<file path="config.mk">
export PLATFORM = sky130hd
export DESIGN_NAME = in_order_receiver_with_nack_queue
export DESIGN_NICKNAME = d
export VERILOG_FILES = /design/src/design/irnq_pkg.sv /design/src/design/in_order_receiver_with_nack_queue.sv /design/src/design/irnq_ram.sv
export SDC_FILE = /design/constraint.sdc
export NUM_CORES = 1
export LEC_CHECK = 0
export BUFFER_PORTS_ARGS = -buffer_cell sky130_fd_sc_hd__buf_4
export CAP_MARGIN = 10
export CELL_PAD_IN_SITES_DETAIL_PLACEMENT = 0
export CELL_PAD_IN_SITES_GLOBAL_PLACEMENT = 2
export CORE_ASPECT_RATIO = 1.1
export CORE_MARGIN = 5
export CORE_UTILIZATION = 42
export DETAILED_ROUTE_END_ITERATION = 10
export PLACE_DENSITY_LB_ADDON = 0.15
export SLEW_MARGIN = 10
export SYNTH_ARGS = -nofsm -noshare
export SYNTH_HDL_FRONTEND = slang
export SYNTH_SLANG_ARGS = --single-unit
export TNS_END_PERCENT = 10
</file>
<file path="constraint.sdc">
create_clock -name clk -period 6.1 [get_ports clk]
set_clock_uncertainty 0.2 [all_clocks]
set_input_delay 0.915 -clock clk [delete_from_list [all_inputs] [get_ports clk]]
set_output_delay 0.915 -clock clk [all_outputs]
set_load 0.1 [all_outputs]
</file>
<file path="src/design/irnq_pkg.sv">
// Package for the in-order receiver with NACK queue: beat structs,
// action codes and default sizes. No dependencies.
package irnq_pkg;

  localparam int SEQ_W       = 32;
  localparam int CAP_W       = 5;
  localparam int ACT_W       = 3;
  localparam int OCC_W       = 5;
  localparam int QUEUE_DEPTH = 16;

  localparam logic [CAP_W-1:0] CAP_RESET  = 5'd10;
  localparam logic [SEQ_W-1:0] NACK_RESET = '1;

  // request types
  localparam logic REQ_DATA = 1'b0;
  localparam logic REQ_TICK = 1'b1;

  // result actions
  localparam logic [ACT_W-1:0] ACT_DELIVERED = 3'd0;
  localparam logic [ACT_W-1:0] ACT_QUEUED    = 3'd1;
  localparam logic [ACT_W-1:0] ACT_FULL_DROP = 3'd2;
  localparam logic [ACT_W-1:0] ACT_GAP_DROP  = 3'd3;
  localparam logic [ACT_W-1:0] ACT_DUP_DROP  = 3'd4;
  localparam logic [ACT_W-1:0] ACT_DEQUEUED  = 3'd5;
  localparam logic [ACT_W-1:0] ACT_IDLE_TICK = 3'd6;

  typedef struct packed {
    logic             req_type;
    logic [SEQ_W-1:0] seq_num;
    logic             channel_free;
  } in_beat_t;

  typedef struct packed {
    logic [ACT_W-1:0] action;
    logic [SEQ_W-1:0] out_seq;
    logic             feedback_valid;
    logic [SEQ_W-1:0] feedback_seq;
    logic             feedback_congestion;
    logic [OCC_W-1:0] occupancy;
    logic             schedule_tick;
  } out_beat_t;

endpackage

</file>
<file path="src/design/in_order_receiver_with_nack_queue.sv">
// Top level of the go-back-N receiver with delivery queue and NACK feedback.
// Depends on irnq_pkg and irnq_ram.
//
//  channel | ports                         | handshake
//  --------+-------------------------------+-----------------------------------
//  input   | start, busy, in_data          | beat taken when start && !busy
//  result  | out_valid, out_data           | one-cycle strobe, cannot stall
//  config  | cfg_valid, cfg_ready, cfg_data| write when cfg_valid && cfg_ready
//
// One beat per cycle; each result appears on the cycle after its input beat.
// Queue entries live in a RAM read at the head pointer at the input edge, so a
// popped value shows up together with its result; busy therefore stays low.
// Synchronous active-low reset clears pointers, counters, expected number and
// NACK marker; the RAM needs no clearing since only counted entries are read.
module in_order_receiver_with_nack_queue #(
  parameter int QUEUE_DEPTH = irnq_pkg::QUEUE_DEPTH
) (
  input  logic                            clk,
  input  logic                            rst_n,
  input  logic                            start,
  output logic                            busy,
  input  irnq_pkg::in_beat_t              in_data,
  output logic                            out_valid,
  output irnq_pkg::out_beat_t             out_data,
  input  logic                            cfg_valid,
  output logic                            cfg_ready,
  input  logic [irnq_pkg::CAP_W-1:0]      cfg_data
);

  localparam int AW   = $clog2(QUEUE_DEPTH);
  localparam int CW   = $clog2(QUEUE_DEPTH + 1);     // count holds QUEUE_DEPTH
  localparam int CAPW = (CW > irnq_pkg::CAP_W) ? CW : irnq_pkg::CAP_W;
  localparam int PW   = CAPW + 3;                    // room for 5x and 4x
  localparam logic [AW-1:0]   LAST_IDX = AW'(QUEUE_DEPTH - 1);
  localparam logic [CAPW-1:0] DEPTH_C  = CAPW'(QUEUE_DEPTH);

  localparam int SW = irnq_pkg::SEQ_W;

  // architectural state
  logic [irnq_pkg::CAP_W-1:0] cap_r;
  logic [SW-1:0]              exp_r, exp_nxt;
  logic [SW-1:0]              nack_r, nack_nxt;
  logic [AW-1:0]              head_r, head_nxt;
  logic [AW-1:0]              tail_r, tail_nxt;
  logic [CW-1:0]              count_r, count_nxt;
  logic                       tick_r, tick_nxt;

  // result stage
  logic                       out_valid_r;
  logic                       pop_r, pop_nxt;
  irnq_pkg::out_beat_t        res_r, res_nxt;

  logic                       accept;
  logic                       ram_we;
  logic [SW-1:0]              ram_rdata;
  logic [CAPW-1:0]            cap_ext, cap_eff;
  logic [PW-1:0]              occ_x5, cap_x4;

  assign busy      = 1'b0;
  assign cfg_ready = 1'b1;
  assign accept    = start && !busy;

  // effective capacity: never above the physical depth
  assign cap_ext = CAPW'(cap_r);
  assign cap_eff = (cap_ext < DEPTH_C) ? cap_ext : DEPTH_C;

  // congestion test uses occupancy after the update
  assign occ_x5 = (PW'(count_nxt) << 2) + PW'(count_nxt);
  assign cap_x4 = PW'(cap_eff) << 2;

  always_comb begin
    exp_nxt   = exp_r;
    nack_nxt  = nack_r;
    head_nxt  = head_r;
    tail_nxt  = tail_r;
    count_nxt = count_r;
    tick_nxt  = tick_r;
    pop_nxt   = 1'b0;
    ram_we    = 1'b0;
    res_nxt   = '0;

    if (in_data.req_type == irnq_pkg::REQ_TICK) begin
      if (count_r != '0) begin
        res_nxt.action = irnq_pkg::ACT_DEQUEUED;
        pop_nxt        = 1'b1;
        head_nxt       = (head_r == LAST_IDX) ? '0 : head_r + AW'(1);
        count_nxt      = count_r - CW'(1);
      end else begin
        res_nxt.action = irnq_pkg::ACT_IDLE_TICK;
      end
      tick_nxt              = (count_nxt != '0);
      res_nxt.schedule_tick = tick_nxt;
    end else if (in_data.seq_num == exp_r) begin
      res_nxt.out_seq = in_data.seq_num;
      exp_nxt         = exp_r + SW'(1);
      if (in_data.channel_free) begin
        res_nxt.action = irnq_pkg::ACT_DELIVERED;
      end else if (CAPW'(count_r) >= cap_eff) begin
        res_nxt.action = irnq_pkg::ACT_FULL_DROP;
      end else begin
        res_nxt.action = irnq_pkg::ACT_QUEUED;
        ram_we         = 1'b1;
        tail_nxt       = (tail_r == LAST_IDX) ? '0 : tail_r + AW'(1);
        count_nxt      = count_r + CW'(1);
        if (!tick_r) begin
          tick_nxt              = 1'b1;
          res_nxt.schedule_tick = 1'b1;
        end
      end
      if (occ_x5 >= cap_x4) begin
        res_nxt.feedback_valid      = 1'b1;
        res_nxt.feedback_seq        = exp_nxt;
        res_nxt.feedback_congestion = 1'b1;
      end
    end else if (in_data.seq_num > exp_r) begin
      // gap: one loss NACK per expected number
      res_nxt.action  = irnq_pkg::ACT_GAP_DROP;
      res_nxt.out_seq = in_data.seq_num;
      if (nack_r != exp_r) begin
        res_nxt.feedback_valid = 1'b1;
        res_nxt.feedback_seq   = exp_r;
        nack_nxt               = exp_r;
      end
    end else begin
      res_nxt.action  = irnq_pkg::ACT_DUP_DROP;
      res_nxt.out_seq = in_data.seq_num;
    end

    res_nxt.occupancy = irnq_pkg::OCC_W'(count_nxt);
  end

  always_ff @(posedge clk) begin
    if (!rst_n) begin
      cap_r       <= irnq_pkg::CAP_RESET;
      exp_r       <= '0;
      nack_r      <= irnq_pkg::NACK_RESET;
      head_r      <= '0;
      tail_r      <= '0;
      count_r     <= '0;
      tick_r      <= 1'b0;
      out_valid_r <= 1'b0;
      pop_r       <= 1'b0;
    end else begin
      if (cfg_valid && cfg_ready) begin
        cap_r <= cfg_data;
      end
      out_valid_r <= accept;
      if (accept) begin
        exp_r   <= exp_nxt;
        nack_r  <= nack_nxt;
        head_r  <= head_nxt;
        tail_r  <= tail_nxt;
        count_r <= count_nxt;
        tick_r  <= tick_nxt;
        pop_r   <= pop_nxt;
      end
    end
  end

  // result payload, no reset needed
  always_ff @(posedge clk) begin
    if (accept) begin
      res_r <= res_nxt;
    end
  end

  // queue store: written at tail on enqueue, read at head every cycle;
  // a pop at the input edge registers the head entry along with its result
  irnq_ram #(
    .WIDTH (SW),
    .DEPTH (QUEUE_DEPTH)
  ) u_queue_ram (
    .clk   (clk),
    .we    (accept && ram_we),
    .waddr (tail_r),
    .wdata (in_data.seq_num),
    .raddr (head_r),
    .rdata (ram_rdata)
  );

  always_comb begin
    out_data = res_r;
    if (pop_r) begin
      out_data.out_seq = ram_rdata;
    end
  end

  assign out_valid = out_valid_r;

endmodule

</file>
<file path="src/design/irnq_ram.sv">
// Generic single-write, single-read RAM with registered read data.
// No dependencies.
module irnq_ram #(
  parameter int WIDTH = 32,
  parameter int DEPTH = 16
) (
  input  logic                     clk,
  input  logic                     we,
  input  logic [$clog2(DEPTH)-1:0] waddr,
  input  logic [WIDTH-1:0]         wdata,
  input  logic [$clog2(DEPTH)-1:0] raddr,
  output logic [WIDTH-1:0]         rdata
);

  logic [WIDTH-1:0] mem [DEPTH];

  always_ff @(posedge clk) begin
    if (we) begin
      mem[waddr] <= wdata;
    end
    rdata <= mem[raddr];
  end

endmodule

</file>
==> run metrics, run 1 <==
Reg2Reg Depth=20; Syn Area/Cell=16.6 sq um; final wirelength=77100 um; synthesis-stage register bit count=704; Setup Fix Bufs, Post-CTS=0; VDD IR max=187 uV; DR pass1 iterations=5; CP max-delay cell=dfxtp_1; Post-synth EDFFs=587; share of layout cells above drive strength 1=27.1%; total of max-cap violations=0; largest cells by area after synthesis=edfxtp_1 (60%), mux4_2 (12%), dfxtp_1 (8.0%), ha_1 (2.3%), o21ai_0 (1.4%); Flop pwr share=49.1%; dominant cell type by area after synthesis=edfxtp_1; CTS buffer count=76; run status=completed; Worst Setup EP=out_data[25]$_SDFFCE_PP0P_; final core utilization=49.0%; DRT iter0 DRCs=1096; clock share of power=42.8%; die area=75500 sq um; Comb power frac=8.1%; final setup violating endpoints=0; Resize count post-CTS=0; Hold Buf Count CTS=0; Clk Latency, worst-skew pair=610 ps; Required @ worst endpoint=6240 ps; buffers plus inverters on the worst setup path=3; Initial Utilization=42.5%; GRT Total Usage=20.2%; pwr dens=319 nW/um^2; RSZ-0062 raised after global routing=no; Final Hold Viols=0; leak pwr=0.0109 uW; Area Growth Syn to Fin=15.3%; WS Path Type=register to register; largest net degree at the start of global routing=108; Critical Path Source=exp_r[21]$_SDFFE_PN0P_; first-pass GRT wire length=114000 um; Syn Nets=1874; DP HPWL=44500 um; share of the synthesized area in the top cell type=59.9%; Final Cell Area=33900 sq um; Setup WS post-layout=700 ps; Total Neg Setup Slack=0 ps; I/O Pins=121; worst slack, placed=321 ps; crit-path cells=inv_1 -> ha_1 -> nand4_1 -> nor4_4 -> buf_4 -> and4_1 -> nand2_1 -> a31oi_2 -> ha_1 -> ha_1 -> ha_1 -> nor2b_1 -> o21a_1 -> o21ai_0 -> nand2b_1 -> a21oi_1 -> o41ai_4 -> buf_4 -> o221ai_1 -> o21ai_0; final period utilization=88.5%; Reg2Reg Setup Slack=700 ps; routed vias=16.1k; die height=288 um; stages on the worst setup path=20; Slew Limit Fails=0; initial antenna violation count=3; width of the die=262 um; Worst Tran Pin Value=990 ps; Main synth FF type=edfxtp_1; H-tree depth=3; # clock sinks=704; Max-slew headroom=34.0%; Syn. warnings=0; Syn Inst Count=1777; ys async rst share=0%; mapped cell area=29400 sq um; Core Area=69300 sq um; sequential area share after synthesis=67.9%; synth unique cells=69; CTS tree=done; Reg clk slew, reported paths=60 ps; sw power=2580 uW; Remaining DRCs=0; vias per cell=5.62; vias in the first global route=16.8k; switching fraction of total power=23.8%; Antenna Violating Nets Remaining=0; Tmin final=5400 ps; CP delay by family, top=compound AO/OA/AOI/OAI gates; # fillers=5921; crit end category=register; Arr. time, crit path=5540 ps; Power Internal=8230 uW; Crit Reg-Reg Startpoint=exp_r[21]$_SDFFE_PN0P_; Area after DPL=31400 sq um; nets=1969; slowest stage delay, CP=490 ps; WHS=271 ps; WL/cell=27.0 um; CP max FO=23; Worst R2R End=out_data[25]$_SDFFCE_PP0P_; Port-buffer cells=118; gpl congestion=0.808; Critical Path Source Type=register; row count=101; f_max=185 MHz; CTS Root Cell=clkbuf_16; Bufs on Longest Clock Path=3; cell mode on critical path=ha_1; grt total ovfl=0; worst hold path type=register to register
[sequential cells by signal (all words and copies together) (netlist names)]
signal	cells
out_valid	1
head_r	4
u_queue_ram.mem	512
count_r	5
u_queue_ram.rdata	32
tail_r	4
tick_r	1
out_data	43
res_r	32
nack_r	32
exp_r	32
pop_r	1
cap_ext	5
[layout make-up]
type | instances | area (sq um) | share of cell area, %
antenna | 1 | 2.50 | 0.00737
tap | 927 | 1160 | 3.42
clock buffer | 94 | 2040 | 6.02
inverter | 46 | 173 | 0.509
sequential | 704 | 20000 | 58.9
multi-input combinational | 875 | 8630 | 25.4
clock inverter | 45 | 457 | 1.35
timing repair buffer | 169 | 1490 | 4.40
[logic make-up after synthesis]
group,after synthesis,synth area share (%)
buffers and inverters,198,3.22
adders and majority gates,54,2.30
xor gates and xnor gates,62,1.85
and+or+nand+nor,321,5.66
AOI/OAI and AO/OA,235,5.32
muxes,201,13.8
other,2,0.0255
DFF,704,67.9
[synthesized netlist by cell type, types with 3 or more instances]
cell / instances
o22ai_2: 8
nor4_1: 16
inv_1: 45
nor3_1: 27
a21oi_1: 36
nand2b_1: 10
buf_1: 23
ha_1: 54
nand2_1: 50
or4_1: 4
o21ai_0: 81
and2_1: 7
nor2_1: 78
xor2_1: 36
mux2i_1: 9
nand4_1: 15
a211oi_1: 4
dfxtp_1: 117
or3_1: 18
buf_2: 8
edfxtp_1: 587
mux4_2: 160
a31oi_1: 7
buf_4: 47
nor2b_1: 36
o221ai_1: 16
o211ai_1: 38
o21ai_1: 5
o21a_1: 9
clkbuf_1: 70
or2_2: 3
mux2_2: 32
a21o_1: 7
and3_1: 7
xnor2_1: 26
nand3_1: 37
o22ai_1: 3
[power groups by stage]
| stage | clock [uW] | combinational, uW | sequential [uW] |
|---|---|---|---|
| global placement | 0 | 876 | 5410 |
| detailed placement | 0 | 884 | 5410 |
| finish | 4630 | 874 | 5310 |
| floorplan | 0 | 652 | 5390 |
| global route | 4940 | 930 | 5320 |
| CTS | 4740 | 887 | 5310 |
[tightest hold or removal path: cells and delay by family (launching register included)]
| family | cells | cell delay (ps) |
|---|---|---|
| AOI/OAI and AO/OA | 1 | 60 |
| DFF | 1 | 310 |
| and+or+nand+nor | 1 | 60 |
[cells in the final DEF (no fill, tap or decap), types with 38 or more instances in the layout]
master / synthesis / routed
o21ai_0: 81 / 81
buf_4: 47 / 151
dfxtp_1: 117 / 112
o211ai_1: 38 / 38
inv_1: 45 / 45
ha_1: 54 / 54
clkbuf_16: 0 / 78
edfxtp_1: 587 / 587
mux4_2: 160 / 160
nand2_1: 50 / 50
nor2_1: 78 / 66
[metrics by stage]
stage / instances / power (uW)
after floorplan: 1777 / 6040
after global placement: 2721 / 6290
after detailed placement: 2721 / 6300
after CTS: 2860 / 10900
after global routing: 2860 / 11200
final: 2861 / 10800
[routing by layer]
layer  global-route usage (%)  wire [um]
met1                     27.1      33300
met2                     34.7      38700
met3                     2.91       3470
met4                     5.53       1650
met5                        0         27
[worst min path at each step]
stage,startpoint,end,depth (start not counted)
2_1_floorplan,cap_ext[1]$_SDFFE_PN1P_,cap_ext[1]$_SDFFE_PN1P_,2
3_3_place_gp,pop_r$_SDFFE_PN0P_,pop_r$_SDFFE_PN0P_,2
3_5_place_dp,pop_r$_SDFFE_PN0P_,pop_r$_SDFFE_PN0P_,2
4_1_cts,pop_r$_SDFFE_PN0P_,pop_r$_SDFFE_PN0P_,2
5_1_grt,pop_r$_SDFFE_PN0P_,pop_r$_SDFFE_PN0P_,2
6_report,pop_r$_SDFFE_PN0P_,pop_r$_SDFFE_PN0P_,2
No activity file was read; power rests on OpenSTA's default activity.
==> run 2: changes to the inputs <==
Settings changed: CORE_ASPECT_RATIO 1.1 to 2, TNS_END_PERCENT 10 to not set.
==> run 2 against run 1 <==
Register-to-register slack worse by 70 ps; highest routed layer is now met4; count of clock-buffer cells in the layout decreased by 2; first-iteration DRC count is 1.1% higher; combinational power grew 4.6%; critical endpoint is now out_data[13]$_SDFFCE_PP0P_; via count up 0.95%; global-route usage is 0.89 points higher.
==> run metrics, run 2 (synthesized netlist as in run 1, its figures left out) <==
total of max-cap violations=0; Clk Latency, worst-skew pair=620 ps; row count=137; die area=75800 sq um; Required @ worst endpoint=6240 ps; Tmin final=5470 ps; routed vias=16.2k; CP max FO=23; Layout Cells excl Fill=2834; Remaining DRCs=0; vias in the first global route=17.4k; CTS buffer count=66; most flop-heavy register=u_queue_ram.mem; CP delay by family, top=compound AO/OA/AOI/OAI gates; final period utilization=89.6%; number of flip-flops under the largest register name=512; Reg2Reg Setup Slack=630 ps; VDD IR max=204 uV; Worst Tran Pin Value=1090 ps; CTS tree=done; final setup violating endpoints=0; Hold Buf Count CTS=0; Total Neg Setup Slack=0 ps; Reg2Reg Depth=22; Resize count post-CTS=0; most frequent cells in the layout=edfxtp_1 (587), buf_4 (170), mux4_2 (160); H-tree depth=3; share of layout cells above drive strength 1=26.9%; Critical Path Source Type=register; Antenna Violating Nets Remaining=0; vias per cell=5.73; I/O Pins=121; Slew Limit Fails=0; Worst Setup EP=out_data[13]$_SDFFCE_PP0P_; commonest non-fill, non-tap cell in the layout=edfxtp_1; Setup Fix Bufs, Post-CTS=0; Area Growth Syn to Fin=14.3%; Final Hold Viols=0; CTS Root Cell=clkbuf_16; final core utilization=48.4%; # clock sinks=704; Initial Utilization=42.3%; Reg clk slew, reported paths=60 ps; WL/cell=28.0 um; placed insts=2714; DP HPWL=49200 um; Crit Reg-Reg Startpoint=exp_r[4]$_SDFFE_PN0P_; WS Path Type=register to register; RSZ-0062 raised after global routing=no; pwr dens=308 nW/um^2; leak pwr=0.0107 uW; run status=completed; Port-buffer cells=118; hold depth=2; crit end category=register; grt total ovfl=0; crit-path cells=inv_1 -> ha_1 -> nand4_1 -> nor2_1 -> nand4_1 -> nor3_1 -> nand3_1 -> a31oi_1 -> inv_1 -> ha_1 -> ha_1 -> a21oi_1 -> xnor2_1 -> ha_1 -> o21a_1 -> o21ai_0 -> nand2b_1 -> a21oi_1 -> o41ai_4 -> buf_12 -> o221ai_1 -> o21ai_0; DR pass1 iterations=5; buffers plus inverters on the worst setup path=3; initial antenna violation count=0; DRT iter0 DRCs=1108; n_diodes=0; slowest stage delay, CP=500 ps; worst hold path type=register to register; largest net degree at the start of global routing=121; first-pass GRT wire length=117000 um; Critical Path Source=exp_r[4]$_SDFFE_PN0P_; gpl congestion=0.790; # fillers=5999; GRT Total Usage=21.0%; CP max-delay cell=dfxtp_1; Worst R2R End=out_data[13]$_SDFFCE_PP0P_; cell mode on critical path=ha_1; WHS=269 ps; min-delay src=pop_r$_SDFFE_PN0P_; f_max=183 MHz; final wirelength=79300 um; width of the die=197 um; Max-slew headroom=27.6%; nets=1977; Arr. time, crit path=5610 ps; stages on the worst setup path=22; Core Area=69600 sq um; Power, Total=10400 uW; die height=384 um; Bufs on Longest Clock Path=3
-- run 2: cell count changes in the layout (fill, tap and decap cells not counted), moves of 3 or more --
| cell | change |
|---|---|
| clkbuf_16 | -10 |
| clkinv_1 | -4 |
| clkinv_2 | -9 |
| buf_4 | +19 |
| clkbuf_1 | +7 |
| inv_6 | -3 |
-- run 2: worst min path at each step --
| stage | to | slack, ps |
|---|---|---|
| floorplan | cap_ext[1]$_SDFFE_PN1P_ | 240 |
| global placement | pop_r$_SDFFE_PN0P_ | 260 |
| detailed placement | pop_r$_SDFFE_PN0P_ | 260 |
| CTS | pop_r$_SDFFE_PN0P_ | 270 |
| global route | pop_r$_SDFFE_PN0P_ | 290 |
| finish | pop_r$_SDFFE_PN0P_ | 270 |
-- run 2: worst min-delay path: stages (launching register included) --
cell and delay [ps]:
dfxtp_2 320, nand2b_1 60, a21oi_1 60
-- run 2: final cells by class --
cell class	count	area (sq um)	area share, %
flip-flops and latches	704	20000	59.4
multi-input cells	875	8630	25.6
clock buffers	92	1830	5.44
repair buffers	187	1600	4.77
well taps	903	1130	3.36
clock inverters	27	304	0.904
inverters	46	173	0.513
-- run 2: routing by layer --
metal  wire length [um]  up-vias  track usage, %  part of all wire, %
met4               2160        0            6.50                  2.7
li1                   -     7144               -                    -
met3               3300       93            3.06                  4.2
met5                  0        -               0                    0
met2              44300      417            39.5                   56
met1              29500     8590            24.6                   37
-- run 2: through the flow --
| step | cell area, sq um | setup slack (ps) |
|---|---|---|
| 2_1_floorplan | 29400 | 336 |
| 3_3_place_gp | 31500 | 356 |
| 3_5_place_dp | 31500 | 294 |
| 4_1_cts | 33600 | 628 |
| 5_1_grt | 33700 | 309 |
| 6_report | 33700 | 635 |
-- run 2: power by group --
| part | total, uW | leakage, uW | switching [uW] | internal, uW |
|---|---|---|---|---|
| Clock | 4140 | 0.00101 | 1810 | 2330 |
| Combinational | 914 | 0.00341 | 630 | 284 |
| Sequential | 5290 | 0.00632 | 32.0 | 5260 |
| Total | 10400 | 0.0107 | 2470 | 7880 |
